[src/design/mpsd_pkg.sv]
// Shared types, constants and the Morse character ROM for the pair stream decoder.
`timescale 1ns / 1ps
`default_nettype none

package mpsd_pkg;

    localparam int MAX_SYMBOLS   = 7;
    localparam int CODE_W        = 14;
    localparam int CHAR_W        = 7;
    localparam int BYTE_W        = 8;
    localparam int SYMS_PER_BYTE = 4;
    localparam int COUNT_W       = $clog2(MAX_SYMBOLS + 1);
    localparam int FIFO_DEPTH    = 2;
    localparam int FIFO_PTR_W    = $clog2(FIFO_DEPTH);
    localparam int FIFO_CNT_W    = $clog2(FIFO_DEPTH + 1);

    localparam logic [CHAR_W-1:0] SPACE_CHAR = 7'h20;
    localparam logic [CODE_W-1:0] SPACE_CODE = 14'd3;

    // 2-bit symbol codes
    typedef enum logic [1:0] {
        SYM_SEP   = 2'd0,
        SYM_DASH  = 2'd1,
        SYM_DOT   = 2'd2,
        SYM_SPACE = 2'd3
    } sym_t;

    // What one symbol slot of a byte produces
    typedef enum logic [1:0] {
        EV_NONE,
        EV_SPACE,
        EV_CHAR
    } ev_kind_t;

    typedef struct packed {
        ev_kind_t            kind;
        logic                ovf;
        logic [CODE_W-1:0]   code;
    } event_t;

    // Slot 0 holds the event of bits 7:6
    typedef struct packed {
        event_t [SYMS_PER_BYTE-1:0] ev;
    } group_t;

    typedef struct packed {
        logic                found;
        logic [CHAR_W-1:0]   ch;
    } rom_result_t;

    // Morse ROM: code -> ASCII
    function automatic rom_result_t rom_lookup(input logic [CODE_W-1:0] code);
        rom_result_t r;
        r.found = 1'b1;
        r.ch    = '0;
        unique case (code)
            14'd9:     r.ch = 7'h41;
            14'd106:   r.ch = 7'h42;
            14'd102:   r.ch = 7'h43;
            14'd26:    r.ch = 7'h44;
            14'd2:     r.ch = 7'h45;
            14'd166:   r.ch = 7'h46;
            14'd22:    r.ch = 7'h47;
            14'd170:   r.ch = 7'h48;
            14'd10:    r.ch = 7'h49;
            14'd149:   r.ch = 7'h4A;
            14'd25:    r.ch = 7'h4B;
            14'd154:   r.ch = 7'h4C;
            14'd5:     r.ch = 7'h4D;
            14'd6:     r.ch = 7'h4E;
            14'd21:    r.ch = 7'h4F;
            14'd150:   r.ch = 7'h50;
            14'd89:    r.ch = 7'h51;
            14'd38:    r.ch = 7'h52;
            14'd42:    r.ch = 7'h53;
            14'd1:     r.ch = 7'h54;
            14'd41:    r.ch = 7'h55;
            14'd169:   r.ch = 7'h56;
            14'd37:    r.ch = 7'h57;
            14'd105:   r.ch = 7'h58;
            14'd101:   r.ch = 7'h59;
            14'd90:    r.ch = 7'h5A;
            14'd341:   r.ch = 7'h30;
            14'd597:   r.ch = 7'h31;
            14'd661:   r.ch = 7'h32;
            14'd677:   r.ch = 7'h33;
            14'd681:   r.ch = 7'h34;
            14'd682:   r.ch = 7'h35;
            14'd426:   r.ch = 7'h36;
            14'd362:   r.ch = 7'h37;
            14'd346:   r.ch = 7'h38;
            14'd342:   r.ch = 7'h39;
            14'd2390:  r.ch = 7'h27;
            14'd2406:  r.ch = 7'h40;
            14'd1386:  r.ch = 7'h3A;
            14'd1445:  r.ch = 7'h2C;
            14'd10857: r.ch = 7'h24;
            14'd425:   r.ch = 7'h3D;
            14'd1637:  r.ch = 7'h21;
            14'd2457:  r.ch = 7'h2E;
            14'd2650:  r.ch = 7'h3F;
            14'd2470:  r.ch = 7'h22;
            default:   r.found = 1'b0;
        endcase
        return r;
    endfunction

endpackage

`default_nettype wire

[src/design/mpsd_front.sv]
// Front end: accepts bytes, tracks the pending code and classifies the four symbols.
`timescale 1ns / 1ps
`default_nettype none

module mpsd_front
    import mpsd_pkg::*;
(
    input  wire logic              clk,
    input  wire logic              rst_n,
    input  wire logic              data_valid,
    output logic                   data_stall,
    input  wire logic [BYTE_W-1:0] data_byte,
    input  wire logic              fifo_full,
    output logic                   push,
    output group_t                 push_data
);

    logic [CODE_W-1:0]  pending_code_reg, pending_code_next;
    logic [COUNT_W-1:0] symbol_count_reg, symbol_count_next;
    logic               overflow_seen_reg, overflow_seen_next;
    logic               accept;
    logic               any_event;

    assign data_stall = fifo_full;
    assign accept     = data_valid && !fifo_full;

    // Walk the four symbols, most significant pair first
    always_comb
    begin
        logic [CODE_W-1:0]  code;
        logic [COUNT_W-1:0] cnt;
        logic               ovf;
        sym_t               sym;
        code      = pending_code_reg;
        cnt       = symbol_count_reg;
        ovf       = overflow_seen_reg;
        any_event = 1'b0;
        push_data = '0;
        for (int i = 0; i < SYMS_PER_BYTE; i++)
        begin
            sym = sym_t'(data_byte[BYTE_W-1-2*i -: 2]);
            push_data.ev[i].kind = EV_NONE;
            push_data.ev[i].ovf  = 1'b0;
            push_data.ev[i].code = '0;
            unique case (sym)
                SYM_SPACE:
                begin
                    push_data.ev[i].kind = EV_SPACE;
                    push_data.ev[i].code = SPACE_CODE;
                    any_event = 1'b1;
                    code = '0;
                    cnt  = '0;
                    ovf  = 1'b0;
                end
                SYM_SEP:
                begin
                    if (cnt != '0 || ovf)
                    begin
                        push_data.ev[i].kind = EV_CHAR;
                        push_data.ev[i].ovf  = ovf;
                        push_data.ev[i].code = code;
                        any_event = 1'b1;
                    end
                    code = '0;
                    cnt  = '0;
                    ovf  = 1'b0;
                end
                default:
                begin
                    // dot or dash
                    if (cnt >= COUNT_W'(MAX_SYMBOLS))
                        ovf = 1'b1;
                    else
                        cnt = cnt + COUNT_W'(1);
                    code = {code[CODE_W-3:0], 2'(sym)};
                end
            endcase
        end
        pending_code_next  = code;
        symbol_count_next  = cnt;
        overflow_seen_next = ovf;
    end

    // Bytes that produce no character or space push nothing
    assign push = accept && any_event;

    always_ff @(posedge clk or negedge rst_n)
    begin
        if (!rst_n)
        begin
            pending_code_reg  <= '0;
            symbol_count_reg  <= '0;
            overflow_seen_reg <= 1'b0;
        end
        else if (accept)
        begin
            pending_code_reg  <= pending_code_next;
            symbol_count_reg  <= symbol_count_next;
            overflow_seen_reg <= overflow_seen_next;
        end
    end

`ifndef SYNTH
    a_count_bound: assert property (@(posedge clk) disable iff (!rst_n)
        symbol_count_reg <= COUNT_W'(MAX_SYMBOLS))
        else $error("symbol count beyond limit");

    a_ovf_full: assert property (@(posedge clk) disable iff (!rst_n)
        overflow_seen_reg |-> symbol_count_reg == COUNT_W'(MAX_SYMBOLS))
        else $error("overflow flagged with short count");

    a_no_push_full: assert property (@(posedge clk) disable iff (!rst_n)
        push |-> !fifo_full)
        else $error("push into full queue");
`endif

endmodule

`default_nettype wire

[src/design/mpsd_fifo.sv]
// Short queue of per-byte event groups between front and back.
`timescale 1ns / 1ps
`default_nettype none

module mpsd_fifo
    import mpsd_pkg::*;
(
    input  wire logic clk,
    input  wire logic rst_n,
    input  wire logic push,
    input  group_t    push_data,
    output logic      full,
    input  wire logic pop,
    output group_t    pop_data,
    output logic      nonempty
);

    group_t                mem [FIFO_DEPTH];
    logic [FIFO_PTR_W-1:0] wr_ptr_reg, rd_ptr_reg;
    logic [FIFO_CNT_W-1:0] count_reg, count_next;

    assign full     = count_reg == FIFO_CNT_W'(FIFO_DEPTH);
    assign nonempty = count_reg != '0;
    assign pop_data = mem[rd_ptr_reg];

    // Occupancy update
    always_comb
    begin
        count_next = count_reg;
        if (push && !pop)
            count_next = count_reg + FIFO_CNT_W'(1);
        else if (pop && !push)
            count_next = count_reg - FIFO_CNT_W'(1);
    end

    always_ff @(posedge clk)
    begin
        if (push)
            mem[wr_ptr_reg] <= push_data;
    end

    always_ff @(posedge clk or negedge rst_n)
    begin
        if (!rst_n)
        begin
            wr_ptr_reg <= '0;
            rd_ptr_reg <= '0;
            count_reg  <= '0;
        end
        else
        begin
            if (push)
                wr_ptr_reg <= wr_ptr_reg + FIFO_PTR_W'(1);
            if (pop)
                rd_ptr_reg <= rd_ptr_reg + FIFO_PTR_W'(1);
            count_reg <= count_next;
        end
    end

`ifndef SYNTH
    a_no_overrun: assert property (@(posedge clk) disable iff (!rst_n)
        full |-> !push || pop)
        else $error("queue overrun");

    a_no_underrun: assert property (@(posedge clk) disable iff (!rst_n)
        pop |-> nonempty)
        else $error("queue underrun");

    a_count_bound: assert property (@(posedge clk) disable iff (!rst_n)
        count_reg <= FIFO_CNT_W'(FIFO_DEPTH))
        else $error("queue count out of range");
`endif

endmodule

`default_nettype wire

[src/design/mpsd_back.sv]
// Back end: emits one event per cycle unless the output is stalled, looks up the ROM and holds the output register.
`timescale 1ns / 1ps
`default_nettype none

module mpsd_back
    import mpsd_pkg::*;
(
    input  wire logic               clk,
    input  wire logic               rst_n,
    input  wire logic               fifo_nonempty,
    input  group_t                  fifo_data,
    output logic                    pop,
    output logic                    result_valid,
    input  wire logic               result_stall,
    output logic [CHAR_W-1:0]       ascii_char,
    output logic [CODE_W-1:0]       code_value,
    output logic                    unknown_code,
    output logic                    overflow,
    output logic                    last_of_run
);

    group_t                   work_reg;
    logic [SYMS_PER_BYTE-1:0] mask_reg, mask_next;
    logic [SYMS_PER_BYTE-1:0] fifo_mask;
    logic [SYMS_PER_BYTE-1:0] sel_onehot;
    logic [SYMS_PER_BYTE-1:0] mask_after;
    event_t                   sel_ev;
    rom_result_t              rom;
    logic                     can_load;
    logic                     emit;

    logic                     result_valid_reg;
    logic [CHAR_W-1:0]        ascii_char_reg, ascii_char_next;
    logic [CODE_W-1:0]        code_value_reg;
    logic                     unknown_code_reg, unknown_code_next;
    logic                     overflow_reg, overflow_next;
    logic                     last_of_run_reg;

    // Slots of the incoming group that carry an event
    always_comb
    begin
        for (int i = 0; i < SYMS_PER_BYTE; i++)
            fifo_mask[i] = fifo_data.ev[i].kind != EV_NONE;
    end

    // Pick the earliest pending slot
    always_comb
    begin
        logic found;
        found      = 1'b0;
        sel_onehot = '0;
        sel_ev     = work_reg.ev[0];
        for (int i = 0; i < SYMS_PER_BYTE; i++)
        begin
            if (mask_reg[i] && !found)
            begin
                found         = 1'b1;
                sel_onehot[i] = 1'b1;
                sel_ev        = work_reg.ev[i];
            end
        end
    end

    assign mask_after = mask_reg & ~sel_onehot;
    assign can_load   = !result_valid_reg || !result_stall;
    assign emit       = (mask_reg != '0) && can_load;
    assign pop        = fifo_nonempty && ((mask_reg == '0) || (emit && mask_after == '0));
    assign rom        = rom_lookup(sel_ev.code);

    always_comb
    begin
        mask_next = mask_reg;
        if (pop)
            mask_next = fifo_mask;
        else if (emit)
            mask_next = mask_after;
    end

    // Result fields for the selected event
    always_comb
    begin
        ascii_char_next   = '0;
        unknown_code_next = 1'b0;
        overflow_next     = 1'b0;
        if (sel_ev.kind == EV_SPACE)
            ascii_char_next = SPACE_CHAR;
        else if (sel_ev.ovf)
            overflow_next = 1'b1;
        else
        begin
            ascii_char_next   = rom.ch;
            unknown_code_next = !rom.found;
        end
    end

    always_ff @(posedge clk)
    begin
        if (pop)
            work_reg <= fifo_data;
        if (emit)
        begin
            ascii_char_reg   <= ascii_char_next;
            code_value_reg   <= sel_ev.code;
            unknown_code_reg <= unknown_code_next;
            overflow_reg     <= overflow_next;
            last_of_run_reg  <= mask_after == '0;
        end
    end

    always_ff @(posedge clk or negedge rst_n)
    begin
        if (!rst_n)
        begin
            mask_reg         <= '0;
            result_valid_reg <= 1'b0;
        end
        else
        begin
            mask_reg <= mask_next;
            if (emit)
                result_valid_reg <= 1'b1;
            else if (!result_stall)
                result_valid_reg <= 1'b0;
        end
    end

    assign result_valid = result_valid_reg;
    assign ascii_char   = ascii_char_reg;
    assign code_value   = code_value_reg;
    assign unknown_code = unknown_code_reg;
    assign overflow     = overflow_reg;
    assign last_of_run  = last_of_run_reg;

`ifndef SYNTH
    a_ovf_fields: assert property (@(posedge clk) disable iff (!rst_n)
        result_valid_reg && overflow_reg |-> ascii_char_reg == '0 && !unknown_code_reg)
        else $error("overflow word carries a character");

    a_unk_fields: assert property (@(posedge clk) disable iff (!rst_n)
        result_valid_reg && unknown_code_reg |-> ascii_char_reg == '0 && !overflow_reg)
        else $error("unknown word carries a character");

    a_pop_loads: assert property (@(posedge clk) disable iff (!rst_n)
        pop |=> mask_reg != '0)
        else $error("popped group with no events");

    a_no_drop: assert property (@(posedge clk) disable iff (!rst_n)
        result_valid_reg && result_stall |=> result_valid_reg)
        else $error("stalled word dropped");
`endif

endmodule

`default_nettype wire

[src/design/morse_pair_stream_decoder.sv]
// The first result word of a byte passes the group queue, work register and output register.
// The back end gives one result word per cycle while result_stall is low; a byte that
// produces no character or space is not queued.
// A 2-entry group queue lets the front take bytes while the back still drains.
// Reset (rst_n, async, active low) clears pending code, count, queue and valid.
`timescale 1ns / 1ps
`default_nettype none

module morse_pair_stream_decoder
    import mpsd_pkg::*;
(
    input  wire logic              clk,
    input  wire logic              rst_n,
    input  wire logic              data_valid,
    output logic                   data_stall,
    input  wire logic [BYTE_W-1:0] data_byte,
    output logic                   result_valid,
    input  wire logic              result_stall,
    output logic [CHAR_W-1:0]      ascii_char,
    output logic [CODE_W-1:0]      code_value,
    output logic                   unknown_code,
    output logic                   overflow,
    output logic                   last_of_run
);

    logic   push;
    group_t push_data;
    logic   fifo_full;
    logic   pop;
    group_t pop_data;
    logic   fifo_nonempty;

    // Symbol classification and pending code
    mpsd_front u_front (
        .clk        (clk),
        .rst_n      (rst_n),
        .data_valid (data_valid),
        .data_stall (data_stall),
        .data_byte  (data_byte),
        .fifo_full  (fifo_full),
        .push       (push),
        .push_data  (push_data)
    );

    // Group queue
    mpsd_fifo u_fifo (
        .clk       (clk),
        .rst_n     (rst_n),
        .push      (push),
        .push_data (push_data),
        .full      (fifo_full),
        .pop       (pop),
        .pop_data  (pop_data),
        .nonempty  (fifo_nonempty)
    );

    // Character lookup and output
    mpsd_back u_back (
        .clk           (clk),
        .rst_n         (rst_n),
        .fifo_nonempty (fifo_nonempty),
        .fifo_data     (pop_data),
        .pop           (pop),
        .result_valid  (result_valid),
        .result_stall  (result_stall),
        .ascii_char    (ascii_char),
        .code_value    (code_value),
        .unknown_code  (unknown_code),
        .overflow      (overflow),
        .last_of_run   (last_of_run)
    );

endmodule

`default_nettype wire
[config.mk]
export PLATFORM = sky130hd
export DESIGN_NAME = morse_pair_stream_decoder
export DESIGN_NICKNAME = d
export VERILOG_FILES = /design/src/design/mpsd_pkg.sv /design/src/design/mpsd_front.sv /design/src/design/mpsd_fifo.sv /design/src/design/mpsd_back.sv /design/src/design/morse_pair_stream_decoder.sv
export SDC_FILE = /design/constraint.sdc
export NUM_CORES = 1
export LEC_CHECK = 0
export BUFFER_PORTS_ARGS = -buffer_cell sky130_fd_sc_hd__buf_4
export CAP_MARGIN = 10
export CORE_ASPECT_RATIO = 1.2
export CORE_MARGIN = 2
export CORE_UTILIZATION = 35
export DETAILED_ROUTE_END_ITERATION = 10
export PLACE_DENSITY = 0.54
export SLEW_MARGIN = 20
export SYNTH_ARGS = -nofsm -noshare
export SYNTH_HDL_FRONTEND = slang
export SYNTH_SLANG_ARGS = --single-unit
[constraint.sdc]
create_clock -name clk -period 15.75 [get_ports clk]
set_clock_uncertainty 0.15 [all_clocks]
set_input_delay 2.3625 -clock clk [delete_from_list [all_inputs] [get_ports clk]]
set_output_delay 2.3625 -clock clk [all_outputs]
set_load 0.02 [all_outputs]
==> results of run 1 <==
layer usage:
metal  up-vias  GRT usage, %  part of all wire, %
met5         -             0                    0
met1      3561         21.46                   44
met4         0         4.772                  2.4
met2       178         27.44                   49
met3        46         2.241                  3.9
li1       3454             -                    -
power breakdown:
part           leakage, µW  total (µW)  switching [µW]  internal, µW
logic              0.00194        1040             698           343
registers          0.00250        1060            69.5           993
clock network     0.000383         577             249           328
cells by family (layout without fill, tap and decap cells):
logic type	Yosys count	in the layout	synth area share, %
xor+xnor	8	8	0.5895
fa+ha+maj	28	28	2.926
simple gates	290	290	12.80
flops	255	255	63.28
compound gates	167	167	10.15
buf+inv	89	137	3.284
mux	74	74	6.968
worst min-delay path, delay by kind of cell (launching register included):
kind / cells / cell delay (ns)
flops: 1 / 0.33
simple gates: 1 / 0.05
compound gates: 1 / 0.06
per-stage QoR:
stage | hold WS [ns] | power, µW | std cells | setup slack [ns]
4_1_cts | 0.3281 | 2705 | 1409 | 9.197
3_3_place_gp | 0.3131 | 2124 | 1363 | 8.772
5_1_grt | 0.3780 | 2850 | 1409 | 8.703
6_report | 0.3271 | 2681 | 1409 | 9.210
2_1_floorplan | 0.2918 | 1817 | 911 | 8.095
3_5_place_dp | 0.3158 | 2120 | 1363 | 8.650
worst max path at each step:
stage / cells after the start / endpoint / startpoint
6_report: 20 / u_front.symbol_count_reg[1] / data_byte[6]
5_1_grt: 20 / u_front.symbol_count_reg[2] / data_byte[6]
4_1_cts: 14 / u_fifo.mem[1][62] / data_byte[6]
3_5_place_dp: 14 / u_fifo.mem[1][45] / data_byte[6]
3_3_place_gp: 14 / u_fifo.mem[1][41] / data_byte[6]
2_1_floorplan: 10 / u_fifo.mem[0][0] / data_byte[6]
final cells by class:
type | instances | area (µm²) | share of cell area [%]
sequential | 255 | 7523 | 56.19
multi-input combinational | 567 | 3991 | 29.81
clock buffer | 31 | 690.7 | 5.158
tap | 450 | 563.0 | 4.205
timing repair buffer | 48 | 360.3 | 2.691
inverter | 43 | 161.4 | 1.205
clock inverter | 15 | 100.1 | 0.7475
cell usage in the layout (no fill, tap or decap), drive strengths merged, types with 6 or more instances in the layout:
cell    instances
edfxtp        228
nand2          87
mux2           70
nor2           51
buf            48
inv            44
o21ai          38
and2           37
a21oi          34
clkbuf         31
ha             27
dfrtp          27
nand3          22
nor2b          21
nor3           18
and3           17
o22ai          12
clkinv         11
a211oi         10
nor3b           9
o211ai          7
a31oi           7
o31ai           6
nor4            6
==> flow_metrics.py, run 1 <==
metrics = {
    "sta": {
        "setup_viol_count_final": 0,
        "fin_setup_tns_ns": 0,
        "grt_setup_unrepaired": "false",
        "final.min_clock_period_ns": 6.540,
        "max_freq_mhz": 152.9,
        "slew_headroom_pct": 33.18,
        "slew_viol_final": 0,
        "final_hold_viol_count": 0,
        "fin_crit_sh_pct": 41.53,
        "tightestPinTransition_ns": 1.002,
    },
    "critical_path": {
        "critPathKind": "input pin to register",
        "arrival_ns": 6.78,
        "worstSetupEndpointType": "register",
        "cp_common_cell": "ha_1",
        "start_kind": "input pin",
        "reg2reg_to": "u_front.symbol_count_reg[1]",
        "crit_buf_inv": 5,
        "reg2reg_slack_ns": 10.62,
        "cp_slowest_cell": "a2111oi_0",
        "reg2reg_from": "u_front.symbol_count_reg[0]",
        "crit_chain": "buf_4 > inv_1 > ha_1 > inv_1 > a21oi_1 > ha_1 > a2111oi_0 > nor2b_1 > a311o_1 > inv_1 > ha_1 > ha_1 > a21oi_1 > a221oi_1 > ha_1 > ha_1 > inv_1 > o31ai_1 > o221ai_1 > o21ai_1",
        "critPathMaxStageDelay_ns": 0.64,
        "path_delay_family": "compound AO/OA/AOI/OAI gates",
        "crit_path_max_fanout": 29,
        "reg2regPathDepth": 20,
        "cp.required_ns": 15.99,
    },
    "place": {
        "place_area_mm2": 0.01260,
        "io_buffers": 37,
        "gp_congestion": 0.8780,
        "post-dp-hpwl_um": 19350,
    },
    "logic_synthesis": {
        "synth_area_mm2": 0.01189,
        "synth_top_cell_by_area": "edfxtp_1",
        "ys_top_cells_by_area": "edfxtp_1 (58%), mux2_2 (6.6%), dfrtp_1 (5.7%), ha_1 (2.8%), nand2_1 (2.7%)",
        "ys_warn_count": 0,
        "avgSynthCellArea_um2": 13.05,
        "synth_most_common_cell": "edfxtp_1",
        "synth_top_area_share_pct": 57.60,
        "synth_edf_count": 228,
        "synth_fp_nets": 950,
        "ys.flop_type": "edfxtp_1",
        "yosys-top-cells-count": "edfxtp_1 (228), nand2_1 (87), mux2_2 (70)",
        "synth_seq_cells": 255,
        "async_reset_ff_share_pct": 10.59,
        "synth_cell_types": 74,
        "ys_seq_area_share_pct": 63.28,
        "netlist_instances": 911,
    },
    "global_routing": {
        "grt_pass1_vias": 7200,
        "grt_max_degree": 70,
        "grt_first_pass_wirelength_um": 43170,
        "track_usage_pct": 16.13,
        "antenna_found_initial": 0,
        "grt_overflow": 0,
    },
    "finish": {
        "fillers": 3107,
        "fin_util_pct": 40.17,
        "nets": 981,
        "syn_to_final_growth_pct": 12.65,
        "antennaDiodeCount": 0,
        "largest_reg_flops": 136,
        "stdcell_area_mm2": 0.01339,
        "layout-drive-gt1-share_pct": 19.19,
    },
    "clocking": {
        "cts_sinks": 255,
        "cts-root-buf": "clkbuf_16",
        "post-cts-setup-buffer-count": 0,
        "clkTransAtPathRegs_ns": 0.06,
        "post_cts_resized": 0,
        "clockBufferDepth": 3,
        "clkLatencyLatePin_ns": 0.54,
        "cts_made_buffers": 27,
        "htree_levels": 1,
        "cts_tree": "yes",
        "hold_buffers": 0,
    },
    "detailed_routing": {
        "viasPerCell": 5.138,
        "wl_per_cell_um": 19.64,
        "drt-pass1-iter-count": 6,
        "vias": 7239,
        "drt_iter0_drc": 611,
        "drc": 0,
        "wl_um": 27680,
        "drtAntennaViolNets": 0,
    },
    "worst_hold_path": {
        "holdPathEnd": "u_front.pending_code_reg[13]",
        "holdCritStartpoint": "u_front.pending_code_reg[13]",
        "holdPathStages": 2,
        "worstHoldPathType": "register to register",
    },
    "floorplanning": {
        "ios": 38,
        "die_y_um": 205.9,
        "core-area_mm2": 0.03334,
        "fp-row-count": 73,
        "die_area_mm2": 0.03546,
        "die_w_um": 172.2,
        "initial_core_util_pct": 35.65,
    },
    "status": {
        "outcome": "finished, final reports clean",
    },
    "power_and_ir_drop": {
        "power_density_mw_per_mm2": 200.2,
        "ir_drop_uv": 89.81,
        "p_leak_uw": 0.004826,
    },
    "flow_run": {
        "cap_violations": 0,
    },
}
No activity file was read; power rests on OpenSTA's default activity.
==> run 2, diff against run 1 <==
--- a/config.mk
+++ b/config.mk
@@ -11,7 +11,7 @@
 export CORE_MARGIN = 2
 export CORE_UTILIZATION = 35
 export DETAILED_ROUTE_END_ITERATION = 10
-export PLACE_DENSITY = 0.54
+export PLACE_DENSITY = 0.56
 export SLEW_MARGIN = 20
 export SYNTH_ARGS = -nofsm -noshare
 export SYNTH_HDL_FRONTEND = slang
==> constraint.sdc (replaced) <==
create_clock -name clk -period 5.6 [get_ports clk]
set_clock_uncertainty 0.15 [all_clocks]
set_input_delay 0.84 -clock clk [delete_from_list [all_inputs] [get_ports clk]]
set_output_delay 0.84 -clock clk [all_outputs]
set_load 0.02 [all_outputs]
==> flow_metrics.py, run 2 (same netlist as run 1, synthesis figures left out) <==
metrics = {
    "detailed_routing": {
        "vias": 7489,
        "top_layer_used": "met4",
        "drt-pass1-iter-count": 5,
        "drtAntennaViolNets": 0,
        "drt_iter0_drc": 587,
        "drc": 0,
        "wl_um": 28770,
        "wl_met3_um": 1265,
        "drt-met1-wl_um": 11840,
        "viasPerCell": 5.259,
        "wl_met2_um": 14820,
        "wl_per_cell_um": 20.21,
    },
    "power_and_ir_drop": {
        "swShare_pct": 38.12,
        "combPwrFrac_pct": 38.4,
        "power_density_mw_per_mm2": 577.0,
        "p_total_uw": 7835,
        "internal_power_uw": 4848,
        "sequentialPowerShare_pct": 39.0,
        "p_clk_share_pct": 22.7,
        "power_switching_uw": 2987,
        "ir_drop_uv": 279.0,
        "p_leak_uw": 0.004934,
    },
    "clocking": {
        "cts_made_buffers": 27,
        "clkLatencyLatePin_ns": 0.55,
        "htree_levels": 1,
        "clkTransAtPathRegs_ns": 0.06,
        "cts_tree": "yes",
        "cts_sinks": 255,
        "clockBufferDepth": 3,
        "post_cts_resized": 0,
        "hold_buffers": 0,
        "post-cts-setup-buffer-count": 0,
        "cts-root-buf": "clkbuf_16",
    },
    "global_routing": {
        "grt_overflow": 0,
        "grt_pass1_vias": 7389,
        "grt_first_pass_wirelength_um": 44260,
        "track_usage_pct": 16.57,
        "antenna_found_initial": 0,
        "grt_max_degree": 69,
    },
    "critical_path": {
        "crit_path_max_fanout": 10,
        "cp-startpoint": "u_front.symbol_count_reg[0]",
        "cp.required_ns": 5.92,
        "critPathKind": "register to register",
        "arrival_ns": 5.33,
        "worstSetupEndpointType": "register",
        "reg2regPathDepth": 20,
        "path_delay_family": "compound AO/OA/AOI/OAI gates",
        "reg2reg_slack_ns": 0.59,
        "cp_slowest_cell": "a2111oi_0",
        "cp_common_cell": "ha_1",
        "crit_buf_inv": 2,
        "crit_chain": "ha_1 > ha_1 > a21oi_1 > o22ai_1 > and2_1 > ha_1 > a2111oi_0 > a21oi_1 > a311o_1 > inv_1 > ha_1 > ha_1 > a21oi_1 > a221oi_1 > ha_1 > ha_1 > inv_1 > o31ai_1 > o221ai_1 > o21ai_1",
        "critPathMaxStageDelay_ns": 0.61,
        "reg2reg_from": "u_front.symbol_count_reg[0]",
        "start_kind": "register",
        "reg2reg_to": "u_front.symbol_count_reg[1]",
    },
    "finish": {
        "syn_to_final_growth_pct": 14.24,
        "seqCellArea_mm2": 0.007523,
        "multiInputGateArea_mm2": 0.003991,
        "final_common_cell": "edfxtp_1",
        "layout-drive-gt1-share_pct": 20.84,
        "antennaDiodeCount": 0,
        "fillers": 3093,
        "final_cell_mix": "edfxtp_1 (228), nand2_1 (87), mux2_2 (70)",
        "largest_reg_flops": 136,
        "nets": 992,
    },
    "worst_hold_path": {
        "worstHoldPathType": "input pin to async pin",
    },
    "sta": {
        "slew_headroom_pct": 30.10,
        "max_freq_mhz": 199.6,
        "tightestPinTransition_ns": 1.049,
        "final.min_clock_period_ns": 5.010,
        "setup_viol_count_final": 0,
        "fin_crit_sh_pct": 89.46,
        "final_hold_viol_count": 0,
        "slew_viol_final": 0,
        "fin_setup_tns_ns": 0,
        "grt_setup_unrepaired": "false",
    },
    "place": {
        "post-dp-hpwl_um": 19230,
        "gp_congestion": 0.8638,
        "io_buffers": 37,
    },
    "floorplanning": {
        "ios": 38,
        "core-area_mm2": 0.03334,
        "initial_core_util_pct": 35.65,
        "fp-row-count": 73,
        "die_y_um": 205.9,
        "die_w_um": 172.2,
        "die_area_mm2": 0.03546,
    },
    "status": {
        "outcome": "finished, final reports clean",
    },
    "flow_run": {
        "cap_violations": 0,
    },
}
[run 2: through the flow]
| step | utilization, % | area, µm² | worst slack, ns | hold WS, ns | cells |
|---|---|---|---|---|---|
| 2_1_floorplan | - | 11890 | 0.6020 | 0.2918 | 911 |
| 3_3_place_gp | 38.12 | 12710 | 0.5805 | 0.3290 | 1374 |
| 3_5_place_dp | 38.12 | 12710 | 0.4504 | 0.3310 | 1374 |
| 4_1_cts | 40.73 | 13580 | 0.5994 | 0.07465 | 1424 |
| 5_1_grt | 40.73 | 13580 | 0.1244 | 0.09361 | 1424 |
| 6_report | 40.73 | 13580 | 0.5903 | 0.08193 | 1424 |
[run 2: routing by layer]
metal  up-vias  track usage, %
met5         -               0
met4         0           6.002
met3        55           2.011
met2       202           29.53
met1      3750           20.60
li1       3482               -
[run 2: power groups by stage]
stage	Sequential [µW]	Combinational (µW)	Clock, µW
after CTS	3060	3030	1810
after floorplan	3080	2030	0
after global routing	3110	3280	1880
after detailed placement	3100	3020	0
final	3050	3010	1770
after global placement	3090	3030	0
[run 2: how the worst max path moves through the flow]
| stage | end | slack, ns | cells after the start |
|---|---|---|---|
| 4_1_cts | u_front.symbol_count_reg[1] | 0.60 | 20 |
| 2_1_floorplan | u_fifo.mem[0][0] | 0.60 | 10 |
| 5_1_grt | u_front.overflow_seen_reg | 0.12 | 20 |
| 6_report | u_front.symbol_count_reg[1] | 0.59 | 20 |
| 3_3_place_gp | u_front.symbol_count_reg[1] | 0.58 | 20 |
| 3_5_place_dp | u_front.symbol_count_reg[1] | 0.45 | 20 |
[run 2: cell type report]
cell class | instances | area share (%)
inverters | 43 | 1.189
clock buffers | 29 | 5.031
flip-flops and latches | 255 | 55.40
well taps | 450 | 4.146
clock inverters | 21 | 1.391
repair buffers | 59 | 3.446
multi-input cells | 567 | 29.39
[run 2: worst register-to-register path: stages (launching register included)]
cell	delay, ns
dfrtp_1	0.48
ha_1	0.25
ha_1	0.29
a21oi_1	0.15
o22ai_1	0.19
and2_1	0.22
ha_1	0.25
a2111oi_0	0.61
a21oi_1	0.09
a311o_1	0.39
inv_1	0.07
ha_1	0.13
ha_1	0.28
a21oi_1	0.11
a221oi_1	0.39
ha_1	0.22
ha_1	0.16
inv_1	0.08
o31ai_1	0.11
o221ai_1	0.19
o21ai_1	0.15
==> run 3, diff against run 2 <==
--- a/config.mk
+++ b/config.mk
@@ -5,13 +5,15 @@
 export SDC_FILE = /design/constraint.sdc
 export NUM_CORES = 1
 export LEC_CHECK = 0
-export BUFFER_PORTS_ARGS = -buffer_cell sky130_fd_sc_hd__buf_4
+export BUFFER_PORTS_ARGS = -buffer_cell sky130_fd_sc_hd__buf_2
 export CAP_MARGIN = 10
 export CORE_ASPECT_RATIO = 1.2
 export CORE_MARGIN = 2
 export CORE_UTILIZATION = 35
 export DETAILED_ROUTE_END_ITERATION = 10
 export PLACE_DENSITY = 0.56
+export SKIP_CTS_REPAIR_TIMING = 1
+export SKIP_LAST_GASP = 1
 export SLEW_MARGIN = 20
 export SYNTH_ARGS = -nofsm -noshare
 export SYNTH_HDL_FRONTEND = slang
==> flow_metrics.py, run 3 (same netlist as run 1, synthesis figures left out) <==
metrics = {
    "status": {
        "outcome": "finished, final reports clean",
    },
    "power_and_ir_drop": {
        "swShare_pct": 37.34,
        "power_switching_uw": 2989,
        "power_density_mw_per_mm2": 586.2,
        "combPwrFrac_pct": 37.8,
        "internal_power_uw": 5016,
        "ir_drop_uv": 268.1,
        "sequentialPowerShare_pct": 38.1,
        "p_clk_share_pct": 24.1,
        "p_leak_uw": 0.004992,
    },
    "global_routing": {
        "antenna_found_initial": 0,
        "grt_overflow": 0,
        "track_usage_pct": 16.70,
        "grt_pass1_vias": 7557,
        "grt_max_degree": 43,
        "grt_first_pass_wirelength_um": 44830,
    },
    "sta": {
        "setup_slack_ns": 0.6177,
        "slew_headroom_pct": 36.44,
        "grt_setup_unrepaired": "false",
        "hold_slack_ns": 0.2271,
        "fin_setup_tns_ns": 0,
        "setup_viol_count_final": 0,
        "final.min_clock_period_ns": 4.982,
        "final_hold_viol_count": 0,
        "tightestPinTransition_ns": 0.9533,
        "slew_viol_final": 0,
        "fin_crit_sh_pct": 88.97,
        "max_freq_mhz": 200.7,
    },
    "critical_path": {
        "critPathMaxStageDelay_ns": 0.53,
        "cp.required_ns": 5.91,
        "cp_slowest_cell": "a2111oi_1",
        "endpoint": "u_front.symbol_count_reg[1]",
        "worstSetupEndpointType": "register",
        "reg2reg_from": "u_front.symbol_count_reg[0]",
        "reg2reg_slack_ns": 0.62,
        "crit_chain": "ha_1 > ha_1 > a21oi_1 > o22ai_1 > and2_1 > ha_1 > a2111oi_1 > a21oi_1 > a311o_1 > inv_1 > ha_1 > ha_1 > a21oi_1 > a221oi_1 > ha_1 > ha_1 > inv_1 > o31ai_1 > o221ai_1 > o21ai_1",
        "cp-startpoint": "u_front.symbol_count_reg[0]",
        "cp_common_cell": "ha_1",
        "reg2regPathDepth": 20,
        "crit_path_max_fanout": 10,
        "arrival_ns": 5.29,
        "start_kind": "register",
        "critPathKind": "register to register",
        "reg2reg_to": "u_front.symbol_count_reg[1]",
    },
    "place": {
        "gp_congestion": 0.8500,
        "post-dp-hpwl_um": 20220,
        "placed_cells": 1382,
        "pre_cts_slack_ns": 0.3403,
        "place_area_mm2": 0.01269,
        "io_buffers": 37,
    },
    "clocking": {
        "clkTransAtPathRegs_ns": 0.06,
        "clockBufferDepth": 3,
        "clkLatencyLatePin_ns": 0.53,
        "htree_levels": 1,
        "cts_tree": "yes",
        "cts_sinks": 255,
        "cts_made_buffers": 27,
        "cts-root-buf": "clkbuf_16",
    },
    "flow_run": {
        "cap_violations": 0,
    },
    "floorplanning": {
        "die_y_um": 205.9,
        "fp-row-count": 73,
        "die_w_um": 172.2,
        "ios": 38,
        "die_area_mm2": 0.03546,
        "initial_core_util_pct": 35.65,
        "core-area_mm2": 0.03334,
    },
    "detailed_routing": {
        "viasPerCell": 5.212,
        "drt-pass1-iter-count": 6,
        "wl_um": 29140,
        "drt_iter0_drc": 681,
        "drc": 0,
        "vias": 7459,
        "wl_per_cell_um": 20.36,
        "drtAntennaViolNets": 0,
    },
    "finish": {
        "fin_cells": 1431,
        "syn_to_final_growth_pct": 14.88,
        "stdcell_area_mm2": 0.01366,
        "layout-drive-gt1-share_pct": 21.71,
        "fillers": 3111,
        "final_common_cell": "edfxtp_1",
        "nets": 1000,
        "final_cell_mix": "edfxtp_1 (228), nand2_1 (87), mux2_2 (70)",
        "antennaDiodeCount": 0,
        "largest_reg_flops": 136,
    },
    "worst_hold_path": {
        "worstHoldPathType": "input pin to async pin",
    },
}
==> run 3: changes by cell type in the layout (fill, tap and decap cells not counted) <==
cell and change:
a2111oi_1 +1, clkinvlp_4 -1, clkbuf_1 +2, inv_8 -1, buf_2 +37, clkbuf_8 +3, clkinv_4 +1, clkinv_1 -5
buf_4 -30, buf_12 +1, clkinv_2 -3, bufinv_16 +3, a2111oi_0 -1
==> run 3: through the flow <==
stage | utilization, % | power [µW]
final | 40.96 | 8005
after global placement | 38.06 | 6092
after global routing | 40.96 | 8436
after CTS | 40.96 | 8054
after detailed placement | 38.06 | 6106
after floorplan | - | 5109
==> run 3: layer usage <==
layer,GRT usage [%],wire (µm),vias to the layer above
met5,0,0,-
met4,5.582,861,0
met3,1.972,1171,66
met2,29.40,14710,210
met1,21.30,12400,3685
li1,-,-,3498
==> run 3: worst min path at each step <==
stage | startpoint | endpoint | cells past startpoint
2_1_floorplan | u_front.pending_code_reg[13] | u_front.pending_code_reg[13] | 2
3_3_place_gp | u_fifo.count_reg[1] | u_fifo.count_reg[1] | 1
3_5_place_dp | u_front.pending_code_reg[12] | u_front.pending_code_reg[12] | 1
4_1_cts | rst_n | u_front.overflow_seen_reg | 1
5_1_grt | rst_n | u_front.overflow_seen_reg | 1
6_report | rst_n | u_front.pending_code_reg[1] | 1
==> run 3: layout make-up <==
type                            count  area, µm²  share of cell area, %
Sequential cell                   255       7523                  55.09
Multi-Input combinational cell    567       3993                  29.24
Clock buffer                       34      732.0                  5.360
Tap cell                          450      563.0                  4.123
Timing Repair Buffer               67      447.9                  3.280
Clock inverter                     15      235.2                  1.723
Inverter                           43      161.4                  1.182
==> run 3: critical path: cells and delay by family (launching register included) <==
kind / cells / cell delay [ns]
fa+ha+maj: 7 / 1.58
buf+inv: 2 / 0.16
compound gates: 10 / 2.31
simple gates: 1 / 0.23
flops: 1 / 0.47
==> run 3: power groups by stage <==
stage | Clock [µW] | Sequential, µW | Combinational (µW)
2_1_floorplan | 0 | 3080 | 2030
3_3_place_gp | 0 | 3080 | 3010
3_5_place_dp | 0 | 3090 | 3010
4_1_cts | 1970 | 3050 | 3030
5_1_grt | 2040 | 3110 | 3290
6_report | 1930 | 3050 | 3020
